[src/hw/rtl/assert_macros.svh]
// Assertion macros shared by the RTL files of the HSL to RGB converter.
// Depends on nothing; included by files that carry concurrent assertions.
`ifndef ASSERT_MACROS_SVH
`define ASSERT_MACROS_SVH

// Clocked assertion, switched off while reset is asserted (active-low reset)
`define ASSERT_CLK(lbl, clk, rstn, prop) \
  lbl: assert property (@(posedge clk) disable iff (!(rstn)) (prop)) \
    else $error("%m: assertion failed");

// Clocked assertion that also holds during reset
`define ASSERT_ALWAYS(lbl, clk, prop) \
  lbl: assert property (@(posedge clk) (prop)) \
    else $error("%m: assertion failed");

`endif

[src/hw/rtl/hslc_pkg.sv]
// Package of the HSL to RGB converter: pipeline types, fixed-point constants
// and the hue ramp weight function. Depends on nothing.
`default_nettype none

package hslc_pkg;

  localparam int NumStages = 5;
  localparam int NumChan   = 3;

  // Hue offsets, 65536 = one turn
  localparam logic [15:0] ThirdTurn      = 16'd21845;
  localparam logic [15:0] MinusThirdTurn = 16'd43691;

  // Ramp segment limits
  localparam logic [18:0] RampRiseLimit = 19'd65536;   // 6t below one turn
  localparam logic [15:0] RampFallEnd   = 16'd43690;   // last t with 3t below two turns
  localparam logic [18:0] RampFallBase  = 19'd262144;  // 4 * weight one
  localparam logic [16:0] WeightOne     = 17'd65536;

  // Rounding: half of 65535*65536
  localparam logic [49:0] RoundHalf = 50'd2147450880;

  // Folding a value split at bit 16 for division by 65535
  localparam logic [18:0] FoldOne = 19'd65535;
  localparam logic [18:0] FoldTwo = 19'd131070;

  localparam logic [15:0] FullScale = 16'hFFFF;

  typedef logic [16:0] weight_t;

  // Per-stage load enables from the pipeline control
  typedef struct packed {
    logic [NumStages-1:0] load;
  } hslc_ctrl_t;

  // Two blend levels, scaled by 65535*65535
  typedef struct packed {
    logic [31:0] low;
    logic [31:0] diff;
  } hslc_level_t;

  // Piecewise-linear hue ramp, 65536 = full weight
  function automatic weight_t ramp_weight(input logic [15:0] t);
    logic [18:0] six_t;
    logic [18:0] fall;
    weight_t     w;
    six_t = {1'b0, t, 2'b00} + {2'b00, t, 1'b0};
    fall  = RampFallBase - six_t;
    if (six_t < RampRiseLimit) begin
      w = six_t[16:0];
    end else if (!t[15]) begin
      w = WeightOne;
    end else if (t <= RampFallEnd) begin
      w = fall[16:0];
    end else begin
      w = '0;
    end
    return w;
  endfunction

endpackage

`default_nettype wire

[src/hw/rtl/hslc_blend.sv]
// One color channel: weighted blend of the levels, rounding, /65535, clamp.
// Depends on hslc_pkg.
`default_nettype none

module hslc_blend (
  input  logic                  clk_i,
  input  hslc_pkg::hslc_ctrl_t  ctrl_i,
  input  hslc_pkg::hslc_level_t level_i,
  input  hslc_pkg::weight_t     weight_i,
  output logic [15:0]           color_o
);
  import hslc_pkg::*;

  // Stage 3: spread times weight
  logic [48:0] mult_q;
  logic [31:0] low_q;

  always_ff @(posedge clk_i) begin
    if (ctrl_i.load[2]) begin
      mult_q <= 49'(level_i.diff) * 49'(weight_i);
      low_q  <= level_i.low;
    end
  end

  // Stage 4: add low level and rounding offset, drop the low 16 bits
  logic [49:0] num;
  logic [33:0] q1_q;

  assign num = {2'b00, low_q, 16'h0000} + {1'b0, mult_q} + RoundHalf;

  always_ff @(posedge clk_i) begin
    if (ctrl_i.load[3]) begin
      q1_q <= num[49:16];
    end
  end

  // Stage 5: divide by 65535 via folding the halves, then clamp
  logic [17:0] hi;
  logic [15:0] lo;
  logic [18:0] fold;
  logic [18:0] quot;
  logic [1:0]  extra;
  logic [15:0] color_q, color_d;

  assign hi   = q1_q[33:16];
  assign lo   = q1_q[15:0];
  assign fold = {1'b0, hi} + {3'b000, lo};

  always_comb begin
    if (fold >= FoldTwo) begin
      extra = 2'd2;
    end else if (fold >= FoldOne) begin
      extra = 2'd1;
    end else begin
      extra = 2'd0;
    end
  end

  assign quot    = {1'b0, hi} + {17'd0, extra};
  assign color_d = (quot[18:16] != 3'd0) ? FullScale : quot[15:0];

  always_ff @(posedge clk_i) begin
    if (ctrl_i.load[4]) begin
      color_q <= color_d;
    end
  end

  assign color_o = color_q;

endmodule

`default_nettype wire

[config.mk]
export PLATFORM = sky130hd
export DESIGN_NAME = hslc_blend
export DESIGN_NICKNAME = d
export VERILOG_FILES = /design/src/hw/rtl/assert_macros.svh /design/src/hw/rtl/hslc_pkg.sv /design/src/hw/rtl/hslc_blend.sv
export SDC_FILE = /design/constraint.sdc
export NUM_CORES = 1
export LEC_CHECK = 0
export BUFFER_PORTS_ARGS = -buffer_cell sky130_fd_sc_hd__buf_2
export CAP_MARGIN = 10
export CORE_MARGIN = 10
export CORE_UTILIZATION = 65
export DETAILED_ROUTE_END_ITERATION = 7
export PLACE_DENSITY = 0.83
export SLEW_MARGIN = 20
export SYNTH_ARGS = -nofsm -noshare
export SYNTH_HDL_FRONTEND = slang
export SYNTH_SLANG_ARGS = --single-unit
[constraint.sdc]
create_clock -name clk_i -period 17.6 [get_ports clk_i]
set_input_delay 1.76 -clock clk_i [delete_from_list [all_inputs] [get_ports clk_i]]
set_output_delay 1.76 -clock clk_i [all_outputs]
set_load 0.01 [all_outputs]
# Word-level counts from Yosys, hierarchy flattened
# Index checks and enable logic that the tools add are counted.
dict set report totals {
  reg_bits 131
  in_bits 87
  output_inout_bits 16
}
dict set report classes {
  n_addsub 4
  mul 1
  magnitude_cmp 2
  mux 2
  reduce_logical 1
}
# operator n
set ops {}
lappend ops {{adder 48 x 49 -> 50 bit} 1}
lappend ops {{adder 50 x 31 -> 50 bit (second input constant)} 1}
lappend ops {{multiplier 32 x 17 -> 49 bit} 1}
lappend ops {{adder 18 x 16 -> 19 bit} 1}
lappend ops {{adder 18 x 2 -> 19 bit} 1}
lappend ops {{greater-or-equal comparator 19 x 16 -> 1 bit (second input constant)} 1}
lappend ops {{greater-or-equal comparator 19 x 17 -> 1 bit (second input constant)} 1}
lappend ops {{nonzero test 3 bit} 1}
lappend ops {{two-way mux 2 bit} 1}
lappend ops {{two-way mux 1 bit} 1}

# Depth between registers and ports, before layout
# Gate-level depths: netlist of run 1.
dict set report depth {
  ltp_word 6
  mapped_depth 25
}

# Worst setup path after synthesis of run 1
# No wires, ideal clock.
dict set report synth_timing {
  kind {in2reg}
  start {in level_i[29] (netlist name)}
  end {reg mult_q[46], data pin}
  setup_ps 265
  arrival_ps 7707
  t_required_ps 17335
  slack_ps 9628
  path_stages 25
  cell_sequence {clkbuf_1 -> clkbuf_1 -> nand2_1 -> fa_1 -> inv_1 -> fa_1 -> inv_1 -> fa_1 -> inv_1 -> fa_1 -> fa_1 -> inv_1 -> fa_1 -> inv_1 -> ha_1 -> clkbuf_1 -> a21o_1 -> a221oi_1 -> o211ai_1 -> a221oi_1 -> o221ai_1 -> o21bai_1 -> a21oi_1 -> o21ai_0 -> xor2_1}
}
dict set report synth_between {
  elab_chain_cells 1
}
# element line
set synth_rtl {}
lappend synth_rtl {{start, declared} hslc_blend.sv:8} ;# input hslc_pkg::hslc_level_t level_i,
lappend synth_rtl {{multiplier 32 x 17 -> 49 bit} hslc_blend.sv:20} ;# mult_q <= 49'(level_i.diff) * 49'(weight_i);
lappend synth_rtl {{end signal, assigned} hslc_blend.sv:20}
lappend synth_rtl {{end, declared} hslc_blend.sv:15} ;# logic [48:0] mult_q;
# No other way between the ends.
# A chain may end at the register's enable or synchronous reset.

# Worst setup path after layout of run 1
dict set report layout_timing {
  start {in weight_i[13]}
  end {reg mult_q[41], data pin}
}
dict set report layout_between {
  elab_chain_cells 1
}
# element line
set layout_rtl {}
lappend layout_rtl {{start, declared} hslc_blend.sv:9} ;# input hslc_pkg::weight_t weight_i,
lappend layout_rtl {{multiplier 32 x 17 -> 49 bit} hslc_blend.sv:20}
# No other way between the ends.

==> impl_results.md, run 1 <==
- Outcome: complete, no violations
- Initial antenna violation count: 1
- Syn. warnings: 0
- Routed WL: 58600 um
- Largest cells by area after synthesis: fa_1, edfxtp_1, ha_1, inv_1, nand2_1
- Hpwl dp: 44200 um
- Fin Clk Skew: roughly 0.0054 ns
- CTS Buf Count: 17
- Vias: 17.7k
- Die Wd: 210 um
- Crit path launch type: primary input
- Share of the synthesized area in the top cell type: 38.2%
- P&R area growth vs syn: 5.64%
- GP Congestion: 0.958
- Post-synth net total: 3285
- Final Hold Viols: 0
- Post-Syn Area: 23600 um2
- Sequential area share after synthesis: 14.8%
- CTS Hold Bufs: 0
- CTS root buf: clkbuf_16
- CP arrival: ~8.6 ns
- Core area: 35700 um2
- Finished Core Util: between 60% and 70%
- Setup Viol. Count Final: 0
- Postcts setup bufs: 0
- Max Freq: between 100 and 150 MHz
- WL/cell: between 15 and 20 um
- Largest area contributor in the netlist: fa_1
- Critical-path maximum fanout: 32
- Post-synth ARST share: 0%
- DR DRC count: 0
- PortBufs: 100
- Setup TNS: 0 ns
- CP required: ~18 ns
- Tmin final: 8.46 ns
- Clk buf depth: 2
- Grt total ovfl: 0
- Antenna-violating nets left: 0
- Largest net degree at the start of global routing: 67
- Count leader, synth: inv_1
- Die area: 44300 um2
- Number of flops mapped to enable cells by yosys: between 100 and 150
- Nets@finish: 3313
- CTS H-tree depth: 4
- Syn avg cell area: 9.27 um2
- Layout cells sized above 1: under 10%
- Critical path capture point type: register
- Post-route worst setup slack: between 9 and 10 ns
- Post-Synthesis Cells: 2544
- TritonCTS clock tree: built
- Most frequent cells after synthesis: inv_1, fa_1, nand2_1
- Vias per cell: between 5 and 6
- Pre-CTS WS: 8.90 ns
- Row cnt: 69
- Cell variety after synth: 59
- Least-Margin Pin Slew: 0.915 ns
- Most used flip-flop cell after synthesis: edfxtp_1
- Clock latency reported for the late side of the worst-skew pair: 0.42 ns
- Post-cts repair resize count: 0
- Fin crit share: around half
- Worst Path Class, Setup: primary input to register
- Detailed Route Iter0 Violations: 1435
- GR Util All Layers: approximately 28%
- Clock sinks: 116
- Number of max-cap violations: 0
- Initial Utilization: 66.1%
- Vias in the first global route: 19.4k
- Slew headroom: 39.0%
- Hold crit path type: register to register
- #FFs+latches synth: between 100 and 150
- Die Y: 210 um
- First-pass detailed-route iteration total: 6
- IO Pins: 103
- Clock transition at path regs: approximately 0.050 ns
- RSZ-0062 raised after global routing: no
- Global-route wire length before repair: a little under 100000 um
- Final Slew Violations: 0
-- critical path, stage by stage --
cell and delay [ns]:
buf_2 0.66, nand2_1 0.18, fa_1 0.58, inv_1 0.05
fa_1 0.48, fa_1 0.55, fa_1 0.54, fa_1 0.56
inv_1 0.06, fa_1 0.61, inv_1 0.06, ha_1 0.38
o21a_1 0.21, o21ai_0 0.31, a21oi_1 0.15, and4_1 0.22
a221o_1 0.42, a2111o_1 0.50, a31oi_1 0.20, xnor2_1 0.11
-- path summary, 6_finish.rpt --
| path | start | endpoint | slack (ns) | cells after the start |
|---|---|---|---|---|
| worst min-delay path | mult_q[15] | q1_q[0] | 0.60 | 1 |
| worst max register to register | q1_q[0] | color_o[5] | 11.44 | 19 |
| worst min register to register | mult_q[15] | q1_q[0] | 0.60 | 1 |
| worst max-delay path | weight_i[13] | mult_q[41] | 9.14 | 20 |
-- placed cells by master, fill, tap and decap left out, types with 12 or more instances in the layout --
cell       netlist  final
nor2_1          59     59
and2_1         211    211
nand2_1        406    406
nand4_1         15     15
fa_1           450    450
edfxtp_1       116    116
nand3_1         22     22
inv_1          577    577
nor3_1          14     14
and3_1          14     14
a211oi_1        12     12
a21o_1          40     40
o21ai_0         36     36
xnor2_1         50     50
buf_2            0    100
a21oi_1         78     78
xor2_1          27     27
ha_1           204    204
clkbuf_16        0     17
-- routing by layer --
metal	routed length (um)	GRT usage, %
met5	0	0
met4	2030	9.77
met3	6370	6.93
met2	28200	46.8
met1	22000	33.8
-- metrics by stage --
stage / area (um2) / hold slack [ns] / cells
floorplan: 23600 / 0.526 / 2544
global placement: 24300 / 0.556 / 3014
detailed placement: 24300 / 0.577 / 3014
CTS: 24900 / 0.601 / 3045
global route: 24900 / 0.623 / 3045
finish: 24900 / 0.599 / 3046
-- state kept, by name (all words and copies together), names as in the netlist --
name,count
q1_q,34
low_q,32
mult_q,34
color_o,16
-- cell families after synthesis --
kind of cell / share of synthesized area (%)
simple gates: 15.7
buf+inv: 10.6
fa+ha+maj: 49.0
compound gates: 6.87
flops: 14.8
xor+xnor: 2.86
mux: 0.133
-- cell type report --
cell class	instances	area (um2)
Fill cell	2619	10700
Inverter	577	2170
Tap cell	461	577
Antenna cell	1	2.50
Clock buffer	18	429
Multi-Input combinational cell	1759	17600
Sequential cell	116	3480
Timing Repair Buffer	101	508
Clock inverter	13	158
Power of run 1 is not shown: default switching activity piles up to over one toggle a cycle in this logic, so the estimate is an artifact.
==> run 2, diff against run 1 <==
==> constraint.sdc (replaced) <==
create_clock -name clk_i -period 8.2 [get_ports clk_i]
set_input_delay 0.82 -clock clk_i [delete_from_list [all_inputs] [get_ports clk_i]]
set_output_delay 0.82 -clock clk_i [all_outputs]
set_load 0.01 [all_outputs]
==> impl_results.md, run 2 (synthesized netlist as in run 1, its figures left out) <==
- Outcome: complete, no violations
- Most frequent cells in the layout: inv_1, fa_1, nand2_1
- Vias in the first global route: 19.1k
- Initial Utilization: 66.1%
- WL/cell: 19.4 um
- Clock sinks: between 100 and 150
- CTS root buf: clkbuf_16
- FILL cells: about 2.6k
- Worst Path Class, Setup: primary input to register
- Hpwl dp: between 40000 and 50000 um
- Clock latency reported for the late side of the worst-skew pair: 0.41 ns
- Fin crit share: 90.2%
- Layout cells sized above 1: 5.86%
- Post-cts repair resize count: 0
- ANT cells: 0
- Number of max-cap violations: 0
- Setup Viol. Count Final: 0
- Crit path launch type: primary input
- Multi-input gate area: 17600 um2
- CTS H-tree depth: 4
- Routed WL: 59100 um
- Largest net degree at the start of global routing: 67
- Critical-path maximum fanout: 32
- IO Pins: 103
- Final Slew Violations: 0
- Commonest non-fill, non-tap cell in the layout: inv_1
- Setup TNS: 0 ns
- Clk buf depth: 2
- Global-route wire length before repair: 96800 um
- Nets@finish: 3322
- Antenna-violating nets left: 0
- PortBufs: 100
- CTS Hold Bufs: 0
- Critical path capture point type: register
- Vias: 17.7k
- Detailed Route Iter0 Violations: 1483
- CTS Buf Count: 17
- Initial antenna violation count: 0
- Hold crit path type: primary input to register
- Fin Clk Skew: 0.00915 ns
- Die Wd: 210 um
- P&R area growth vs syn: 5.82%
- DR DRC count: 0
- Tmin final: 7.40 ns
- Die area: between 40000 and 50000 um2
- CP arrival: 7.55 ns
- Postcts setup bufs: 0
- Grt total ovfl: 0
- RSZ-0062 raised after global routing: no
- CP required: 8.35 ns
- GR Util All Layers: 27.6%
- GP Congestion: 0.936
- TritonCTS clock tree: built
- Final Hold Viols: 0
- Slew headroom: 38.8%
- Vias per cell: between 5 and 6
- First-pass detailed-route iteration total: 5
- Max Freq: 135 MHz
- Clock transition at path regs: 0.06 ns
- Least-Margin Pin Slew: 0.918 ns
- Row cnt: 69
- Regs by FF count: mult_q (34), q1_q (34), low_q (32)
- Storage cell area: 3480 um2
- Die Y: 210 um
- Core area: 35700 um2
run 2: worst max-delay path, cell delays in order:
cell	delay, ns
buf_2	0.69
nand2_1	0.18
fa_1	0.58
inv_1	0.05
fa_1	0.48
inv_1	0.05
fa_1	0.49
inv_1	0.05
fa_1	0.46
fa_1	0.57
inv_1	0.06
fa_1	0.53
inv_1	0.05
ha_1	0.36
and2_1	0.19
a221oi_1	0.31
o211ai_1	0.15
a221oi_1	0.48
o221ai_1	0.19
o21bai_1	0.22
a21oi_1	0.27
o21ai_0	0.15
xor2_1	0.15
run 2: through the flow:
| step | setup slack [ns] | hold WS (ns) | cell area (um2) | util [%] | instances |
|---|---|---|---|---|---|
| after floorplan | 1.17 | 0.526 | 23600 | - | 2544 |
| after global placement | 0.645 | 0.552 | 24400 | 68.4 | 3023 |
| after detailed placement | 0.493 | 0.572 | 24400 | 68.4 | 3023 |
| after CTS | 0.907 | 0.563 | 25000 | 70.0 | 3054 |
| after global routing | 0.451 | 0.567 | 25000 | 70.0 | 3054 |
| final | 0.800 | 0.582 | 25000 | 70.0 | 3054 |
run 2: cell type report:
class / instances / area share [%]
repair buffers: 110 / 2.31
multi-input cells: 1759 / 70.5
well taps: 461 / 2.31
clock inverters: 13 / 0.542
inverters: 577 / 8.68
flip-flops and latches: 116 / 14.0
clock buffers: 18 / 1.72
run 2: metal layers:
metal	up-vias	wire length, um	GRT usage (%)	part of all wire (%)
met3	163	6360	6.97	11
met2	965	28100	45.9	47
met5	-	0	0	0
li1	7869	-	-	-
met1	8689	22600	34.6	38
met4	0	2080	9.27	3.5
run 2: final timing paths:
path | from | end | slack, ns | cells after the start
min reg2reg | mult_q[15] | q1_q[0] | 0.60 | 1
min | level_i[33] | low_q[1] | 0.58 | 1
max | weight_i[4] | mult_q[46] | 0.80 | 23
max reg2reg | q1_q[0] | color_o[5] | 2.09 | 19
Power of run 2 is left out for the same reason.
