File: src/hw/rtl/assert_macros.svh
// Assertion macros shared by the RTL files of the HSL to RGB converter.
// Depends on nothing; included by files that carry concurrent assertions.
`ifndef ASSERT_MACROS_SVH
`define ASSERT_MACROS_SVH

// Clocked assertion, switched off while reset is asserted (active-low reset)
`define ASSERT_CLK(lbl, clk, rstn, prop) \
  lbl: assert property (@(posedge clk) disable iff (!(rstn)) (prop)) \
    else $error("%m: assertion failed");

// Clocked assertion that also holds during reset
`define ASSERT_ALWAYS(lbl, clk, prop) \
  lbl: assert property (@(posedge clk) (prop)) \
    else $error("%m: assertion failed");

`endif

File: src/hw/rtl/hslc_pkg.sv
// Package of the HSL to RGB converter: pipeline types, fixed-point constants
// and the hue ramp weight function. Depends on nothing.
`default_nettype none

package hslc_pkg;

  localparam int NumStages = 5;
  localparam int NumChan   = 3;

  // Hue offsets, 65536 = one turn
  localparam logic [15:0] ThirdTurn      = 16'd21845;
  localparam logic [15:0] MinusThirdTurn = 16'd43691;

  // Ramp segment limits
  localparam logic [18:0] RampRiseLimit = 19'd65536;   // 6t below one turn
  localparam logic [15:0] RampFallEnd   = 16'd43690;   // last t with 3t below two turns
  localparam logic [18:0] RampFallBase  = 19'd262144;  // 4 * weight one
  localparam logic [16:0] WeightOne     = 17'd65536;

  // Rounding: half of 65535*65536
  localparam logic [49:0] RoundHalf = 50'd2147450880;

  // Folding a value split at bit 16 for division by 65535
  localparam logic [18:0] FoldOne = 19'd65535;
  localparam logic [18:0] FoldTwo = 19'd131070;

  localparam logic [15:0] FullScale = 16'hFFFF;

  typedef logic [16:0] weight_t;

  // Per-stage load enables from the pipeline control
  typedef struct packed {
    logic [NumStages-1:0] load;
  } hslc_ctrl_t;

  // Two blend levels, scaled by 65535*65535
  typedef struct packed {
    logic [31:0] low;
    logic [31:0] diff;
  } hslc_level_t;

  // Piecewise-linear hue ramp, 65536 = full weight
  function automatic weight_t ramp_weight(input logic [15:0] t);
    logic [18:0] six_t;
    logic [18:0] fall;
    weight_t     w;
    six_t = {1'b0, t, 2'b00} + {2'b00, t, 1'b0};
    fall  = RampFallBase - six_t;
    if (six_t < RampRiseLimit) begin
      w = six_t[16:0];
    end else if (!t[15]) begin
      w = WeightOne;
    end else if (t <= RampFallEnd) begin
      w = fall[16:0];
    end else begin
      w = '0;
    end
    return w;
  endfunction

endpackage

`default_nettype wire

File: src/hw/rtl/hslc_levels.sv
// Front stages of the converter: l*s product, blend levels, hue ramp weights.
// Depends on hslc_pkg.
`default_nettype none

module hslc_levels (
  input  logic                    clk_i,
  input  hslc_pkg::hslc_ctrl_t    ctrl_i,
  input  logic [15:0]             hue_i,
  input  logic [15:0]             saturation_i,
  input  logic [15:0]             lightness_i,
  output hslc_pkg::hslc_level_t   level_o,
  output hslc_pkg::weight_t [2:0] weight_o
);
  import hslc_pkg::*;

  // Stage 1: product, scaled lightness, scaled l+s, ramp weights
  logic [31:0]  prod_q;
  logic [31:0]  lf_q;
  logic [32:0]  sumf_q;
  logic         low_half_q;
  weight_t [NumChan-1:0] w_a_q;

  logic [16:0]  sum_ls;
  logic [15:0]  hue_r, hue_b;

  assign sum_ls = {1'b0, lightness_i} + {1'b0, saturation_i};
  assign hue_r  = hue_i + ThirdTurn;
  assign hue_b  = hue_i + MinusThirdTurn;

  always_ff @(posedge clk_i) begin
    if (ctrl_i.load[0]) begin
      prod_q     <= 32'(lightness_i) * 32'(saturation_i);
      lf_q       <= {lightness_i, 16'h0000} - {16'h0000, lightness_i};
      sumf_q     <= {sum_ls, 16'h0000} - {16'h0000, sum_ls};
      low_half_q <= !lightness_i[15];
      w_a_q[0]   <= ramp_weight(hue_r);
      w_a_q[1]   <= ramp_weight(hue_i);
      w_a_q[2]   <= ramp_weight(hue_b);
    end
  end

  // Stage 2: high level, then low level and spread
  logic [31:0] high;
  logic [32:0] high_up;
  logic [32:0] low_w, diff_w;
  hslc_level_t level_q;
  weight_t [NumChan-1:0] w_b_q;

  assign high_up = sumf_q - {1'b0, prod_q};
  assign high    = low_half_q ? (lf_q + prod_q) : high_up[31:0];
  assign low_w   = {lf_q, 1'b0} - {1'b0, high};
  assign diff_w  = {high, 1'b0} - {lf_q, 1'b0};

  always_ff @(posedge clk_i) begin
    if (ctrl_i.load[1]) begin
      level_q.low  <= low_w[31:0];
      level_q.diff <= diff_w[31:0];
      w_b_q        <= w_a_q;
    end
  end

  assign level_o  = level_q;
  assign weight_o = w_b_q;

endmodule

`default_nettype wire

File: config.mk
export PLATFORM = sky130hd
export DESIGN_NAME = hslc_levels
export DESIGN_NICKNAME = d
export VERILOG_FILES = /design/src/hw/rtl/assert_macros.svh /design/src/hw/rtl/hslc_pkg.sv /design/src/hw/rtl/hslc_levels.sv
export SDC_FILE = /design/constraint.sdc
export NUM_CORES = 1
export LEC_CHECK = 0
export ABC_AREA = 0
export BUFFER_PORTS_ARGS = -buffer_cell sky130_fd_sc_hd__buf_2
export CAP_MARGIN = 10
export CORE_MARGIN = 2
export CORE_UTILIZATION = 45
export CTS_CLUSTER_SIZE = 10
export DETAILED_ROUTE_END_ITERATION = 10
export GPL_TIMING_DRIVEN = 0
export PLACE_DENSITY = 0.61
export REMOVE_ABC_BUFFERS = 1
export SLEW_MARGIN = 10
export SYNTH_ARGS = -nofsm -noshare
export SYNTH_HDL_FRONTEND = slang
export SYNTH_SLANG_ARGS = --single-unit
File: constraint.sdc
create_clock -name clk_i -period 20 [get_ports clk_i]
set_clock_uncertainty 0.1 [all_clocks]
set_input_delay 0 -clock clk_i [delete_from_list [all_inputs] [get_ports clk_i]]
set_output_delay 0 -clock clk_i [all_outputs]
set_load 0.01 [all_outputs]
=== Word level (Yosys, flattened, before mapping) ===
Index checks and enable logic that the tools add are counted.

* Input port bits: 54
* Register bits after elaboration: 263
* Output and inout bits: 115
* Logic and storage cells: 45

* $mul: 1
* Muxes and demuxes: 10
* Magnitude comparators: 6
* Add/subtract/negate cells: 15
* Reductions and logical operators: 1

{| class="wikitable"
|+ Operators with widths
! operator !! number
|-
| 2-to-1 mux 17 bit || 9
|-
| subtractor 32 bit || 3
|-
| adder 18 x 17 -> 19 bit || 3
|-
| less-than comparator 19 x 17 -> 1 bit (second input constant) || 3
|-
| subtractor 1 x 17 -> 17 bit (first input constant) || 3
|-
| <= comparator 16 bit (second input constant) || 3
|-
| adder 32 bit || 1
|-
| multiplier 16 x 16 -> 32 bit || 1
|-
| 2-to-1 mux 32 bit || 1
|-
| subtractor 32 x 16 -> 32 bit || 1
|-
| subtractor 32 x 17 -> 32 bit || 1
|-
| adder 16 x 16 -> 17 bit || 1
|-
| adder 16 x 15 -> 16 bit (second input constant) || 1
|-
| adder 16 bit (second input constant) || 1
|-
| zero test 1 bit || 1
|}

=== Logic depth before layout (Yosys ltp) ===
* Depth in word-level cells: 6
* Gate-level depth with buffers: 27

=== Worst setup path after synthesis ===
Ideal clock, no wire load.

* Path kind: in2reg
* From: in lightness_i[9]
* To: reg prod_q[31] (data pin)
* Arrival: 6.058 ns
* Cell stages on the path: 23
* Setup time: 0.259 ns
* Slack: 13.583 ns
* Cell sequence: clkbuf_1 > clkbuf_1 > nand2_1 > fa_1 > fa_1 > fa_1 > inv_1 > fa_1 > fa_1 > inv_1 > fa_1 > inv_1 > ha_1 > a21oi_1 > o22ai_1 > a211o_1 > a22o_1 > a21o_1 > a2111oi_0 > o31ai_1 > a21o_1 > a21oi_1 > xnor2_1

* Word-level cells in the longest chain between the ends: 1

{| class="wikitable"
|+ RTL lines
! what !! RTL line !! RTL
|-
| from (decl) || hslc_levels.sv:10 || <nowiki>input logic [15:0] lightness_i,</nowiki>
|-
| multiplier 16 x 16 -> 32 bit || hslc_levels.sv:32 || <nowiki>prod_q <= 32'(lightness_i) * 32'(saturation_i);</nowiki>
|-
| to (signal assigned) || hslc_levels.sv:32 ||
|-
| to (decl) || hslc_levels.sv:17 || <nowiki>logic [31:0] prod_q;</nowiki>
|}

Every way passes these cells.
A chain may end at the register's enable or synchronous reset.

=== Final worst setup path ===
* From: in lightness_i[0]
* To: reg prod_q[31] (data pin)

Same word-level chain as after synthesis.

==> run_summary.xml <==
<?xml version="1.0" encoding="UTF-8"?>
<metrics>
  <group name="synth">
    <metric name="synthDominantCellAreaShare" unit="%">26.3</metric>
    <metric name="dominant_cell_type_by_area_after_synthesis" unit="">edfxtp_1</metric>
    <metric name="post_synth_mux_area_share" unit="%">1.30</metric>
    <metric name="yosys.area_share.simple" unit="%">14.4</metric>
    <metric name="synth_xor_xnor_area_share" unit="%">7.52</metric>
    <metric name="synthDistinctLibCells" unit="">88</metric>
    <metric name="netlist_top_cells_area" unit="">edfxtp_1 (26%), ha_1 (15%), fa_1 (14%)</metric>
    <metric name="number_of_enable_type_register_cells_in_the_synthesized_netlist" unit="">256</metric>
    <metric name="synth_compound_gate_area_share" unit="%">14.8</metric>
    <metric name="warning_count_from_the_yosys_run" unit="">0</metric>
    <metric name="synthesis.area" unit="mm²">0.0292</metric>
    <metric name="register_area_share_after_synthesis" unit="%">26.3</metric>
    <metric name="ys_async_sr_fraction" unit="%">0</metric>
    <metric name="largest_family_of_logic_cells_by_synthesized_area" unit="">adder cells</metric>
    <metric name="syn-instance-count" unit="">3132</metric>
    <metric name="synth_ff_type" unit="">edfxtp_1</metric>
    <metric name="yosys.area_share.adder" unit="%">28.8</metric>
    <metric name="synthesized_area_divided_by_synthesized_cell_count" unit="µm²">9.33</metric>
    <metric name="synth-seq-cells" unit="">256</metric>
  </group>
  <group name="power_and_ir_drop">
    <metric name="power.share.clock" unit="%">9.8</metric>
    <metric name="switching_share" unit="%">46.4</metric>
    <metric name="internal_power" unit="mW">3.04</metric>
    <metric name="total_power" unit="mW">5.67</metric>
    <metric name="max-vdd-ir-drop" unit="µV">110</metric>
    <metric name="p_sw" unit="mW">2.63</metric>
    <metric name="part_of_the_power_in_combinational_logic" unit="%">72.2</metric>
    <metric name="seqPwrFrac" unit="%">18.0</metric>
    <metric name="power.density_cell_area" unit="mW/mm²">177</metric>
    <metric name="leakage" unit="nW">14.5</metric>
  </group>
  <group name="clock_tree">
    <metric name="cts_htree_levels" unit="">2</metric>
    <metric name="numClockSinks" unit="">256</metric>
    <metric name="worst_setup_hold_path_clk_slew" unit="ps">50</metric>
    <metric name="clock_path_buffers" unit="">3</metric>
    <metric name="tritoncts.num_buffers" unit="">35</metric>
    <metric name="cts.repair.resized" unit="">0</metric>
    <metric name="root_buffer" unit="">clkbuf_16</metric>
    <metric name="clkLatencyLatePin" unit="ps">540</metric>
    <metric name="post_cts_buffers" unit="">0</metric>
    <metric name="tritoncts" unit="">yes</metric>
  </group>
  <group name="floorplan">
    <metric name="dieHeight" unit="µm">259</metric>
    <metric name="die-area" unit="mm²">0.0670</metric>
    <metric name="initial_utilization" unit="%">45.4</metric>
    <metric name="boundaryPins" unit="">169</metric>
    <metric name="die_width" unit="µm">259</metric>
    <metric name="num_rows" unit="">93</metric>
    <metric name="fp.coreArea" unit="mm²">0.0643</metric>
  </group>
  <group name="flow_run">
    <metric name="drv.max_cap_violation_count" unit="">0</metric>
  </group>
  <group name="sta">
    <metric name="share_of_the_clock_period_used_by_the_worst_path" unit="%">35.8</metric>
    <metric name="fmaxAchievable" unit="MHz">140</metric>
    <metric name="finalHoldViolations" unit="">0</metric>
    <metric name="setup_tns" unit="ps">0</metric>
    <metric name="timing.slew.headroom" unit="%">36.2</metric>
    <metric name="final-setup-viol-count" unit="">0</metric>
    <metric name="rsz0062_at_grt" unit="">false</metric>
    <metric name="final.min_clock_period" unit="ps">7160</metric>
    <metric name="worst_hold_slack" unit="ps">28.4</metric>
    <metric name="max_transition_viols_final" unit="">0</metric>
    <metric name="timing_worst_slew_pin_value" unit="ps">933</metric>
  </group>
  <group name="status">
    <metric name="run_status" unit="">completed</metric>
  </group>
  <group name="grt">
    <metric name="grt-ovfl-total" unit="">0</metric>
    <metric name="antenna_found_initial" unit="">7</metric>
    <metric name="first_global_vias" unit="">23200</metric>
    <metric name="overall_global_routing_usage" unit="%">22.2</metric>
    <metric name="grt_first_pass_wirelength" unit="mm">119</metric>
    <metric name="grt_start_max_net_pins" unit="">113</metric>
  </group>
  <group name="final_layout">
    <metric name="area.growth.synth_to_final" unit="%">9.33</metric>
    <metric name="register_cell_area_after_layout" unit="mm²">0.00769</metric>
    <metric name="finalNetCount" unit="">3871</metric>
    <metric name="final_cell_count_no_fill" unit="">4139</metric>
    <metric name="num-fill-cells" unit="">5962</metric>
    <metric name="multiInputGateArea" unit="mm²">0.0196</metric>
    <metric name="final_layout_size_suffix_gt1_share" unit="%">8.25</metric>
  </group>
  <group name="detailed_routing">
    <metric name="routed_wirelength" unit="mm">73.9</metric>
    <metric name="avgRoutedWirePerCell" unit="µm">17.9</metric>
    <metric name="detail_route.iter0.violations" unit="">1341</metric>
    <metric name="dr.pass1.iters" unit="">5</metric>
    <metric name="num_vias" unit="">22700</metric>
    <metric name="vias_per_cell" unit="">5.49</metric>
    <metric name="detail_route.drc_violations" unit="">0</metric>
    <metric name="antenna_violating_nets_remaining" unit="">0</metric>
  </group>
  <group name="hold_path">
    <metric name="hp-class" unit="">input port to flip-flop</metric>
    <metric name="hold_path_startpoint" unit="">lightness_i[12]</metric>
  </group>
  <group name="setup_path">
    <metric name="path_class" unit="">input port to flip-flop</metric>
    <metric name="critPathArrivalTime" unit="ps">7370</metric>
    <metric name="worst_path_dominant_cell_family" unit="">adder cells</metric>
    <metric name="critical_path.reg2reg.startpoint" unit="">sumf_q[0]</metric>
    <metric name="crit_path_top_delay_cell" unit="">a2111oi_0</metric>
    <metric name="peak_per_stage_delay_on_the_critical_path" unit="ps">820</metric>
    <metric name="cp-startpoint" unit="">lightness_i[0]</metric>
    <metric name="timing.critical_path.to_type" unit="">flip-flop</metric>
    <metric name="timing.critical_path.required" unit="ps">20200</metric>
    <metric name="crit_fanout" unit="">22</metric>
    <metric name="critPathBufInv" unit="">5</metric>
    <metric name="cp_cell_sequence" unit="">dlygate4sd3_1, buf_2, nand2_1, fa_1, fa_1, inv_1, fa_1, fa_1, fa_1, inv_1, fa_1, inv_1, ha_1, a21o_1, a21o_1, a21oi_1, nand3_1, a21o_1, a2111oi_0, o31ai_1, a21o_1, a21oi_1, xnor2_1</metric>
    <metric name="critPathLaunchType" unit="">input port</metric>
    <metric name="critical_path.most_common_cell" unit="">fa_1</metric>
  </group>
  <group name="place">
    <metric name="count_of_port_buffers_added_during_placement" unit="">161</metric>
    <metric name="dp_cells" unit="">4077</metric>
    <metric name="hpwl" unit="mm">57.5</metric>
    <metric name="place_congestion" unit="">0.909</metric>
  </group>
</metrics>
[registers in the layout (all words and copies together), names as in the netlist]
signal,flops
level_o,63
lf_q,32
low_half_q,1
prod_q,32
sumf_q,32
w_a_q,48
weight_o,48
[cell usage in the layout, fill, tap and decap left out, drive strengths merged, types with 63 or more instances in the layout]
master,instances
xor2,68
fa,202
a21o,87
inv,450
a21oi,175
nor3,63
buf,165
edfxtp,256
xnor2,183
ha,350
nand2,253
o21ai,125
nor2,184
and2,126
[power by group through the flow]
stage | clock network, mW | logic (mW) | registers (mW)
floorplan | 0 | 3.11 | 1.05
global placement | 0 | 3.97 | 1.04
detailed placement | 0 | 4.06 | 1.03
CTS | 0.571 | 4.09 | 1.03
global route | 0.587 | 4.63 | 1.04
finish | 0.553 | 4.09 | 1.02
[synthesized netlist by cell type (all sizes together), types with 68 or more instances]
master,count
ha,350
xor2,68
a21o,87
nand2,253
and2,126
xnor2,183
fa,202
a21oi,175
nor2,184
inv,447
edfxtp,256
o21ai,125
[per-layer routing]
metal	share of wire, %	global-route usage (%)	vias up
li1	-	-	11000
met1	43	28.2	11000
met2	49	38.8	579
met3	4.7	2.95	154
met4	3.2	7.50	8
met5	0.047	0	-
[final cells by class]
class                   count  area share, %
flip-flops and latches    256           24.1
clock inverters            15          0.282
repair buffers            171           3.03
multi-input cells        2354           61.2
diodes                      1        0.00783
inverters                 447           5.25
well taps                 855           3.35
clock buffers              40           2.80
[stage by stage]
stage / util [%] / cell area [µm²] / worst slack [ps]
floorplan: - / 28900 / 13830
global placement: 47.8 / 30800 / 12490
detailed placement: 48.0 / 30900 / 12440
CTS: 49.6 / 31900 / 12870
global route: 49.6 / 31900 / 12440
finish: 49.6 / 31900 / 12840
[worst reg2reg max path, stage by stage (launching register included)]
cell and delay [ps]:
edfxtp_1 360, inv_1 70, ha_1 150, inv_1 50
fa_1 420, a211oi_1 260, nor2_1 140, o2111ai_1 280
a31oi_1 210, a21boi_0 410, o21bai_1 110, a21oi_1 180
xnor2_1 190, mux2_2 230, inv_1 50, ha_1 340
a21o_1 180, a21oi_1 310, a21boi_0 190, o2111ai_1 250
a31oi_1 100, or3_1 420, o311a_1 330, a31oi_1 280
a211o_1 210, o31ai_1 110, xnor2_1 140
[kinds of logic (layout without fill, tap and decap cells)]
logic type,after synthesis,in the layout
flops,256,256
mux,35,35
buf+inv,525,673
compound gates,656,656
xor+xnor,251,251
fa+ha+maj,552,552
other cells,1,5
simple gates,856,856
[final timing paths]
path	slack, ps	depth (start not counted)	endpoint
worst max-delay path	12840	23	prod_q[31]
worst min-delay path	30	2	lf_q[28]
worst max register to register	13710	26	level_o[63]
worst min register to register	320	0	weight_o[20]
[what timing repair did]
action | in CTS | in global routing
endpoints found under the hold margin | 61 | 0
hold buffers | 6 | 0
endpoints found under the setup margin | 0 | 0
No activity file was read; power rests on OpenSTA's default activity.
