`config.mk`:
```
export PLATFORM = sky130hd
export DESIGN_NAME = hslc_pipe_ctrl
export DESIGN_NICKNAME = d
export VERILOG_FILES = /design/src/hw/rtl/hslc_pkg.sv /design/src/hw/rtl/hslc_pipe_ctrl.sv
export VERILOG_INCLUDE_DIRS = /design/src /design/src/hw/rtl
export SDC_FILE = /design/constraint.sdc
export NUM_CORES = 1
export LEC_CHECK = 0
export BUFFER_PORTS_ARGS = -buffer_cell sky130_fd_sc_hd__clkbuf_2
export CAP_MARGIN = 25
export CORE_AREA = 2 2 39 41
export CTS_CLUSTER_DIAMETER = 120
export DETAILED_ROUTE_END_ITERATION = 10
export DIE_AREA = 0 0 41 43
export HOLD_SLACK_MARGIN = 0.12
export PLACE_DENSITY = 0.39
export SETUP_SLACK_MARGIN = 0.05
export SLEW_MARGIN = 25
export SYNTH_ARGS = -nofsm -noshare
export SYNTH_HDL_FRONTEND = slang
export SYNTH_SLANG_ARGS = --single-unit
```
`constraint.sdc`:
```
create_clock -name clk_i -period 1.2 [get_ports clk_i]
set_input_delay 0.24 -clock clk_i [delete_from_list [all_inputs] [get_ports clk_i]]
set_output_delay 0.24 -clock clk_i [all_outputs]
set_load 0.02 [all_outputs]
```
`src/hw/rtl/assert_macros.svh`:
```
// Assertion macros shared by the RTL files of the HSL to RGB converter.
// Depends on nothing; included by files that carry concurrent assertions.
`ifndef ASSERT_MACROS_SVH
`define ASSERT_MACROS_SVH

// Clocked assertion, switched off while reset is asserted (active-low reset)
`define ASSERT_CLK(lbl, clk, rstn, prop) \
  lbl: assert property (@(posedge clk) disable iff (!(rstn)) (prop)) \
    else $error("%m: assertion failed");

// Clocked assertion that also holds during reset
`define ASSERT_ALWAYS(lbl, clk, prop) \
  lbl: assert property (@(posedge clk) (prop)) \
    else $error("%m: assertion failed");

`endif

```
`src/hw/rtl/hslc_pkg.sv`:
```
// Package of the HSL to RGB converter: pipeline types, fixed-point constants
// and the hue ramp weight function. Depends on nothing.
`default_nettype none

package hslc_pkg;

  localparam int NumStages = 5;
  localparam int NumChan   = 3;

  // Hue offsets, 65536 = one turn
  localparam logic [15:0] ThirdTurn      = 16'd21845;
  localparam logic [15:0] MinusThirdTurn = 16'd43691;

  // Ramp segment limits
  localparam logic [18:0] RampRiseLimit = 19'd65536;   // 6t below one turn
  localparam logic [15:0] RampFallEnd   = 16'd43690;   // last t with 3t below two turns
  localparam logic [18:0] RampFallBase  = 19'd262144;  // 4 * weight one
  localparam logic [16:0] WeightOne     = 17'd65536;

  // Rounding: half of 65535*65536
  localparam logic [49:0] RoundHalf = 50'd2147450880;

  // Folding a value split at bit 16 for division by 65535
  localparam logic [18:0] FoldOne = 19'd65535;
  localparam logic [18:0] FoldTwo = 19'd131070;

  localparam logic [15:0] FullScale = 16'hFFFF;

  typedef logic [16:0] weight_t;

  // Per-stage load enables from the pipeline control
  typedef struct packed {
    logic [NumStages-1:0] load;
  } hslc_ctrl_t;

  // Two blend levels, scaled by 65535*65535
  typedef struct packed {
    logic [31:0] low;
    logic [31:0] diff;
  } hslc_level_t;

  // Piecewise-linear hue ramp, 65536 = full weight
  function automatic weight_t ramp_weight(input logic [15:0] t);
    logic [18:0] six_t;
    logic [18:0] fall;
    weight_t     w;
    six_t = {1'b0, t, 2'b00} + {2'b00, t, 1'b0};
    fall  = RampFallBase - six_t;
    if (six_t < RampRiseLimit) begin
      w = six_t[16:0];
    end else if (!t[15]) begin
      w = WeightOne;
    end else if (t <= RampFallEnd) begin
      w = fall[16:0];
    end else begin
      w = '0;
    end
    return w;
  endfunction

endpackage

`default_nettype wire

```
`src/hw/rtl/hslc_pipe_ctrl.sv`:
```
// Valid bits and per-stage load enables of the converter pipeline.
// Depends on hslc_pkg and assert_macros.svh.
`default_nettype none
`include "assert_macros.svh"

module hslc_pipe_ctrl (
  input  logic               clk_i,
  input  logic               rst_ni,
  input  logic               in_valid_i,
  output logic               in_ready_o,
  output logic               out_valid_o,
  input  logic               out_ready_i,
  output hslc_pkg::hslc_ctrl_t ctrl_o
);
  import hslc_pkg::*;

  logic [NumStages-1:0] valid_q, valid_d;
  logic [NumStages-1:0] ready;
  logic [NumStages-1:0] valid_in;

  // A stage takes new data when empty or when the next stage takes its item
  always_comb begin
    ready[NumStages-1] = !valid_q[NumStages-1] || out_ready_i;
    for (int k = NumStages - 2; k >= 0; k--) begin
      ready[k] = !valid_q[k] || ready[k+1];
    end
  end

  assign valid_in = {valid_q[NumStages-2:0], in_valid_i};

  always_comb begin
    for (int k = 0; k < NumStages; k++) begin
      valid_d[k] = ready[k] ? valid_in[k] : valid_q[k];
    end
  end

  always_ff @(posedge clk_i or negedge rst_ni) begin
    if (!rst_ni) begin
      valid_q <= '0;
    end else begin
      valid_q <= valid_d;
    end
  end

  assign ctrl_o.load = ready;
  assign in_ready_o  = ready[0];
  assign out_valid_o = valid_q[NumStages-1];

  // Input only stalls when every stage holds an item
  `ASSERT_CLK(a_stall_only_full, clk_i, rst_ni, !in_ready_o |-> (&valid_q))
  // A new result comes from the stage before the output
  `ASSERT_CLK(a_out_from_prev, clk_i, rst_ni, $rose(out_valid_o) |-> $past(valid_q[NumStages-2]))
  // Output drains when taken with nothing behind it
  `ASSERT_CLK(a_out_drains, clk_i, rst_ni,
    (out_valid_o && out_ready_i && !valid_q[NumStages-2]) |=> !out_valid_o)

endmodule

`default_nettype wire

```
Yosys cells after proc, flatten, opt, wreduce, memory -nomap -nowiden
Cells that the tools add are included.
Cells by class
  reduce and logical (&&, ||, !) cells: 10
  $add $sub $neg: 0
  shifts and indexed selects: 0
  equality and inequality tests: 0
  multiplexer cells: 0
  divide/modulo/power cells: 0
  bitwise gates (word level): 0
  $lt $le $gt $ge: 0
  multipliers: 0
Operators by type and width (number)
  $logic_not A1 Y1: 5
  $logic_or A1 B1 Y1: 5
Storage, ports and cells
  latch bits: 0
  memory bits (read-only): 0
  memories: 0
  flip-flop bits (word level): 5
  bits in writable memories: 0
  logic and storage cells: 15
  output and inout bits: 7
  input port bits: 4

Longest topological paths before layout
Gate-level depths: netlist (run 1).
  word-level depth: 6
  mapped depth: 4
  gate-level depth less buffers: 2

Least setup slack after synthesis (run 1)
Ideal clock, no wire load.
  kind: flip-flop to output port
  start: register valid_q[4]
  end: output port ctrl_o[0] (netlist bit)
  buffers on the path: 2
  setup slack: -0.277 ns
  data required time: 0.960 ns
  arrival: 1.237 ns
  cell stages (with the launch flop): 5
  cell sequence: dfrtp_1 -> and4b_1 -> buf_6 -> nand3_1 -> buf_4
On the way
  cells in the longest elaborated chain, start to end: 6
RTL lines
  start: declaration: RTL line hslc_pipe_ctrl.sv:17  | logic [NumStages-1:0] valid_q, valid_d;
  start signal: assignment: RTL line hslc_pipe_ctrl.sv:41  | valid_q <= valid_d;
  $logic_not A1 Y1: RTL line hslc_pipe_ctrl.sv:23  | ready[NumStages-1] = !valid_q[NumStages-1] || out_ready_i;
  $logic_or A1 B1 Y1: RTL line hslc_pipe_ctrl.sv:23
  $logic_or A1 B1 Y1 (4 in a row): RTL line hslc_pipe_ctrl.sv:25  | ready[k] = !valid_q[k] || ready[k+1];
  end: declaration: RTL line hslc_pipe_ctrl.sv:13  | output hslc_pkg::hslc_ctrl_t ctrl_o
Every way passes these cells.

==> run_results.csv, run 1 <==
group,metric,value,unit
placed_design,gp_congestion,0.611,
die,chipHeight,43,um
synthesis,synth_cells,18,
run_status,status,"finished, violations left",
route,vias_per_cell,3.72,
die,rows,14,
sta,rsz0062_at_grt,"yes",
cts,cts_max_path_buffers,2,
worst_setup_path,path_class,"register to output port",
worst_setup_path,cp.required,0.96,ns
final_layout,diodes,0,
cts,clk_pin_slew,0.04,ns
hold_path,hp-class,"input pin to register",
route,drt_pass1_iterations,1,
worst_setup_path,crit_chain,"and4b_2, nand3_4, buf_8",
cts,clockRootBuffer,"clkbuf_4",
route,wl_per_cell,10.7,um
power_and_ir_drop,p_switching,0.000169,W
synthesis,avgSynthCellArea,12.0,um^2
placed_design,port_buffers,10,
cts,htreeDepth,1,
synthesis,synth_fp_nets,22,
route,drc_errors,0,
sta,worst_pin_slew,0.218,ns
global_route,grt_overflow,0,
power_and_ir_drop,p_sw_share,28.1,%
sta,tns,-0.924,ns
sta,finalCriticalPeriod,1.39,ns
global_route,grt_max_degree,6,
power_and_ir_drop,clkPwrFrac,31.2,%
route,vias,197,
synthesis,synth.distinct_cells,12,
route,dr.first_iter.drc_count,0,
worst_setup_path,max_stage_delay,0.34,ns
worst_setup_path,path_max_fanout,4,
die,die_area,0.00176,mm^2
final_layout,drive_gt1_share,64.9,%
sta,slew_viol_final,0,
synthesis,synth_area,215,um^2
run_status,violations,"setup timing",
worst_setup_path,worst_path_max_delay_cell,"dfrtp_1",
synthesis,ys_seq_area_share,58.1,%
route,wl,569,um
sta,relSlewSlack,85.5,%
sta,skew,0.00194,ns
power_and_ir_drop,vdd_drop_max,0.385,mV
die,die_x,41,um
cts,numCtsBuffers,3,
worst_setup_path,worst_setup_path_end_kind,"output port",
global_route,first_global_vias,214,
global_route,antenna_found_initial,0,
power_and_ir_drop,p_int,0.000433,W
final_layout,mostFrequentLayoutCells,"buf_8, buf_4, dfrtp_1",
power_and_ir_drop,combPwrFrac,34.2,%
power_and_ir_drop,p_leak,0.204,nW
die,fp.coreArea,0.00138,mm^2
job,drv_cap,0,
power_and_ir_drop,seq_power_share,34.6,%
route,final_antenna_net_count,0,
die,io_pins,11,
cts,cts_tree,"yes",
sta,fin_ws,-0.192,ns
sta,post-route-period-util,116,%
sta,hold_viol,0,
worst_setup_path,crit_arrival,1.15,ns
cts,cts.sinks,5,
synthesis,synth_seq_cells,5,
power_and_ir_drop,powerDensity,1360,mW/mm^2
final_layout,largest_reg_flops,5,
synthesis,yosys_warnings,0,
worst_setup_path,critPathLaunchType,"register",
cts,clock_latency,0.24,ns
placed_design,post-place-ws,-0.0131,ns
final_layout,largestRegisters,"valid_q: 5 flops",
sta,report.final.setup_viol,8,
final_layout,largest_register,"valid_q",
global_route,grtUsageTotal,8.59,%
final_layout,fin_nets,42,
final_layout,fill_cells,139,
die,start_util,15.6,%
final_layout,area_growth,106,%
global_route,grt_pass1_wl,897,um
sta,fmax,718,MHz
==> path summary, 6_finish.rpt <==
kind	cells past startpoint	from	to	slack [ns]
worst max-delay path	3	valid_q[2]	ctrl_o[0]	-0.19
worst min-delay path	2	in_valid_i	valid_q[0]	0.21
worst max register to register	4	valid_q[2]	valid_q[0]	-0.07
worst min register to register	1	valid_q[2]	valid_q[3]	0.49
max in group asynchronous	2	rst_ni	valid_q[4]	0.69
min in group asynchronous	2	rst_ni	valid_q[1]	0.36
==> cells by family (layout without fill, tap and decap cells) <==
kind of cell           count (synthesis)  in the layout  share of synthesized area [%]
AOI/OAI and AO/OA                      2              2                           7.56
DFF                                    5              5                           58.1
buffers and inverters                  3             22                           10.5
and+or+nand+nor                        8              8                           23.8
==> what timing repair did <==
item | in CTS | in global routing
hold buffers | 1 | 0
cloned | 0 | 0
pin swaps | 2 | 4
setup endpoints to repair | 8 | 9
resized for setup | 15 | 7
hold endpoints to repair | 5 | 0
buffers inserted | 1 | 3
==> layer usage <==
metal | global-route usage, % | share of wire, %
met5 | 0 | 0
met1 | 6.89 | 31
met3 | 3.14 | 3.0
met4 | 10.0 | 1.4
met2 | 13.4 | 64
==> cells in the mapped netlist (all sizes together) <==
library cell,number,area (um^2)
dfrtp,5,125
nand2b,3,18.8
buf,2,18.8
a21o,1,7.51
a31o,1,8.76
and4b,1,10.0
inv,1,3.75
nand2,1,3.75
nand3,1,5.00
nand3b,1,7.51
or2,1,6.26
==> power by group through the flow <==
stage	registers [W]	logic, W	clock network (W)
final	0.000209	0.000206	0.000188
after global routing	0.000210	0.000218	0.000210
after floorplan	0.000210	0.0000829	0
after CTS	0.000208	0.000175	0.000198
after global placement	0.000207	0.000117	0
after detailed placement	0.000210	0.000121	0
==> per-stage QoR <==
step | instances | instance area, um^2 | utilization, % | hold slack [ns] | total power (W)
final | 53 | 444 | 32.1 | 0.214 | 0.000602
after floorplan | 18 | 233 | - | -0.0556 | 0.000293
after global routing | 53 | 444 | 32.1 | 0.221 | 0.000637
after detailed placement | 44 | 295 | 21.3 | 0.0604 | 0.000332
after global placement | 44 | 295 | 21.3 | 0.0567 | 0.000325
after CTS | 50 | 409 | 29.6 | 0.207 | 0.000581
==> critical path, delay by kind of cell, from the launching register on <==
family	cells	cell delay, ns
and+or+nand+nor	2	0.42
DFF	1	0.34
buffers and inverters	1	0.15
==> layout make-up <==
class / instances / area (um^2) / area share, %
Clock buffer: 4 / 26.3 / 5.92
Inverter: 1 / 3.75 / 0.845
Multi-Input combinational cell: 10 / 91.3 / 20.6
Sequential cell: 5 / 126 / 28.5
Tap cell: 16 / 20.0 / 4.51
Timing Repair Buffer: 17 / 176 / 39.7
(Power assumes the default switching activity.)
==> run 2: changes to the inputs <==
--- a/config.mk
+++ b/config.mk
@@ -12,10 +12,11 @@
 export CTS_CLUSTER_DIAMETER = 120
 export DETAILED_ROUTE_END_ITERATION = 10
 export DIE_AREA = 0 0 41 43
-export HOLD_SLACK_MARGIN = 0.12
+export HOLD_SLACK_MARGIN = 0.1
 export PLACE_DENSITY = 0.39
 export SETUP_SLACK_MARGIN = 0.05
 export SLEW_MARGIN = 25
 export SYNTH_ARGS = -nofsm -noshare
 export SYNTH_HDL_FRONTEND = slang
 export SYNTH_SLANG_ARGS = --single-unit
+export TNS_END_PERCENT = 50
==> constraint.sdc (replaced) <==
create_clock -name clk_i -period 1.2 [get_ports clk_i]
set_input_delay 0.06 -clock clk_i [delete_from_list [all_inputs] [get_ports clk_i]]
set_output_delay 0.06 -clock clk_i [all_outputs]
set_load 0.02 [all_outputs]
==> run_results.csv, run 2 (synthesized netlist as in run 1, its figures left out) <==
group,metric,value,unit
run_status,status,"finished, final reports clean",
sta,hold_viol,0,
global_route,antenna_found_initial,0,
final_layout,area_growth,75.6,%
die,die_area,0.00176,mm^2
global_route,grtUsageTotal,7.47,%
final_layout,fin_nets,40,
final_layout,largest_register,"valid_q",
worst_setup_path,r2r_start,"valid_q[4]",
placed_design,post-place-ws,0.178,ns
worst_setup_path,worst_setup_path_end_kind,"output port",
worst_setup_path,rr_endpoint,"valid_q[2]",
worst_setup_path,r2r_cells,3,
job,drv_cap,0,
die,die_x,41,um
sta,rsz0062_at_grt,"yes",
worst_setup_path,crit_arrival,1.14,ns
cts,cts.sinks,5,
placed_design,gp_congestion,0.636,
die,start_util,15.6,%
final_layout,fin_util,27.3,%
worst_setup_path,cp.required,1.14,ns
hold_path,min_from,"out_ready_i",
sta,fin_ws,0.00250,ns
cts,htreeDepth,1,
sta,slew_viol_final,0,
global_route,grt_overflow,0,
sta,relSlewSlack,88.8,%
sta,report.final.setup_viol,0,
worst_setup_path,path_max_fanout,5,
route,vias,202,
cts,clockRootBuffer,"clkbuf_4",
power_and_ir_drop,p_leak,0.173,nW
die,fp.coreArea,0.00138,mm^2
worst_setup_path,crit_path_start,"valid_q[4]",
sta,fmax,835,MHz
sta,skew,0.00167,ns
final_layout,drive_gt1_share,54.3,%
route,dr.first_iter.drc_count,1,
cts,clock_latency,0.24,ns
power_and_ir_drop,vdd_drop_max,0.559,mV
worst_setup_path,critPathLaunchType,"register",
cts,numCtsBuffers,3,
die,rows,14,
final_layout,largestRegisters,"valid_q: 5 flops",
cts,clk_pin_slew,0.04,ns
route,drc_errors,0,
hold_path,hp-class,"input pin to register",
cts,cts_tree,"yes",
route,final_antenna_net_count,0,
sta,finalCriticalPeriod,1.20,ns
route,vias_per_cell,3.96,
placed_design,port_buffers,10,
cts,cts_max_path_buffers,2,
worst_setup_path,path_class,"register to output port",
die,chipHeight,43,um
power_and_ir_drop,powerDensity,1440,mW/mm^2
final_layout,mostFrequentLayoutCells,"clkbuf_2, clkbuf_8, dfrtp_1",
worst_setup_path,regToRegSetupSlack,0.09,ns
final_layout,diodes,0,
global_route,first_global_vias,210,
route,wl,471,um
sta,worst_pin_slew,0.168,ns
final_layout,largest_reg_flops,5,
worst_setup_path,cp-endpoint,"ctrl_o[0]",
placed_design,dp_hpwl,349,um
route,wl_per_cell,9.24,um
global_route,grt_pass1_wl,821,um
final_layout,layout.cells.most_common,"clkbuf_2",
die,io_pins,11,
route,drt_pass1_iterations,2,
global_route,grt_max_degree,6,
sta,post-route-period-util,99.8,%
[run 2: changes by cell type in the layout (fill, tap and decap cells not counted), sizes merged]
cell / before / now
buf: 11 / 4
dlygate4sd3: 1 / 2
clkbuf: 9 / 13
[run 2: how the worst min path moves through the flow]
stage,endpoint,cells past startpoint,slack [ns]
after global placement,valid_q[3],1,-0.12
after floorplan,valid_q[0],0,-0.24
after CTS,valid_q[4],3,0.14
after detailed placement,valid_q[3],1,-0.12
final,valid_q[4],3,0.14
after global routing,valid_q[4],3,0.16
[run 2: power by group]
group	internal, W	total [W]	switching (W)
registers	0.000189	0.000203	0.0000138
clock network	0.000125	0.000191	0.0000653
logic	0.0000786	0.000152	0.0000729
[run 2: per-layer routing]
metal | vias to the layer above | part of all wire (%) | track usage (%)
li1 | 93 | - | -
met1 | 96 | 44 | 7.19
met2 | 13 | 42 | 10.6
met3 | 0 | 14 | 7.85
met4 | 0 | 0 | 2.00
met5 | - | 0 | 0
[run 2: critical path, cell delays in order, from the launching register on]
cell and delay (ns):
dfrtp_2 0.35, and4b_2 0.29, nand3_2 0.10, clkbuf_8 0.16
[run 2: per-stage QoR]
step	hold slack [ns]	TNS, ns	power, W	std cells	cell area (um^2)
3_5_place_dp	-0.119	0	0.000312	42	273
6_report	0.139	0	0.000545	51	378
4_1_cts	0.139	-0.0339	0.000558	51	378
3_3_place_gp	-0.124	0	0.000306	42	273
2_1_floorplan	-0.236	0	0.000285	18	221
5_1_grt	0.161	-0.173	0.000583	51	378
[run 2: final cells by class]
class,instances,area [um^2]
clock buffers,4,26.3
flip-flops and latches,5,126
repair buffers,15,128
fillers,144,1010
multi-input cells,10,73.8
inverters,1,3.75
well taps,16,20.0
[run 2: timing repair]
action	in CTS	in global routing
pin swaps	2	1
hold endpoints to repair	6	0
gates resized for setup	9	1
endpoints found under the setup margin	4	5
hold buffers	2	0
buffers inserted	3	0
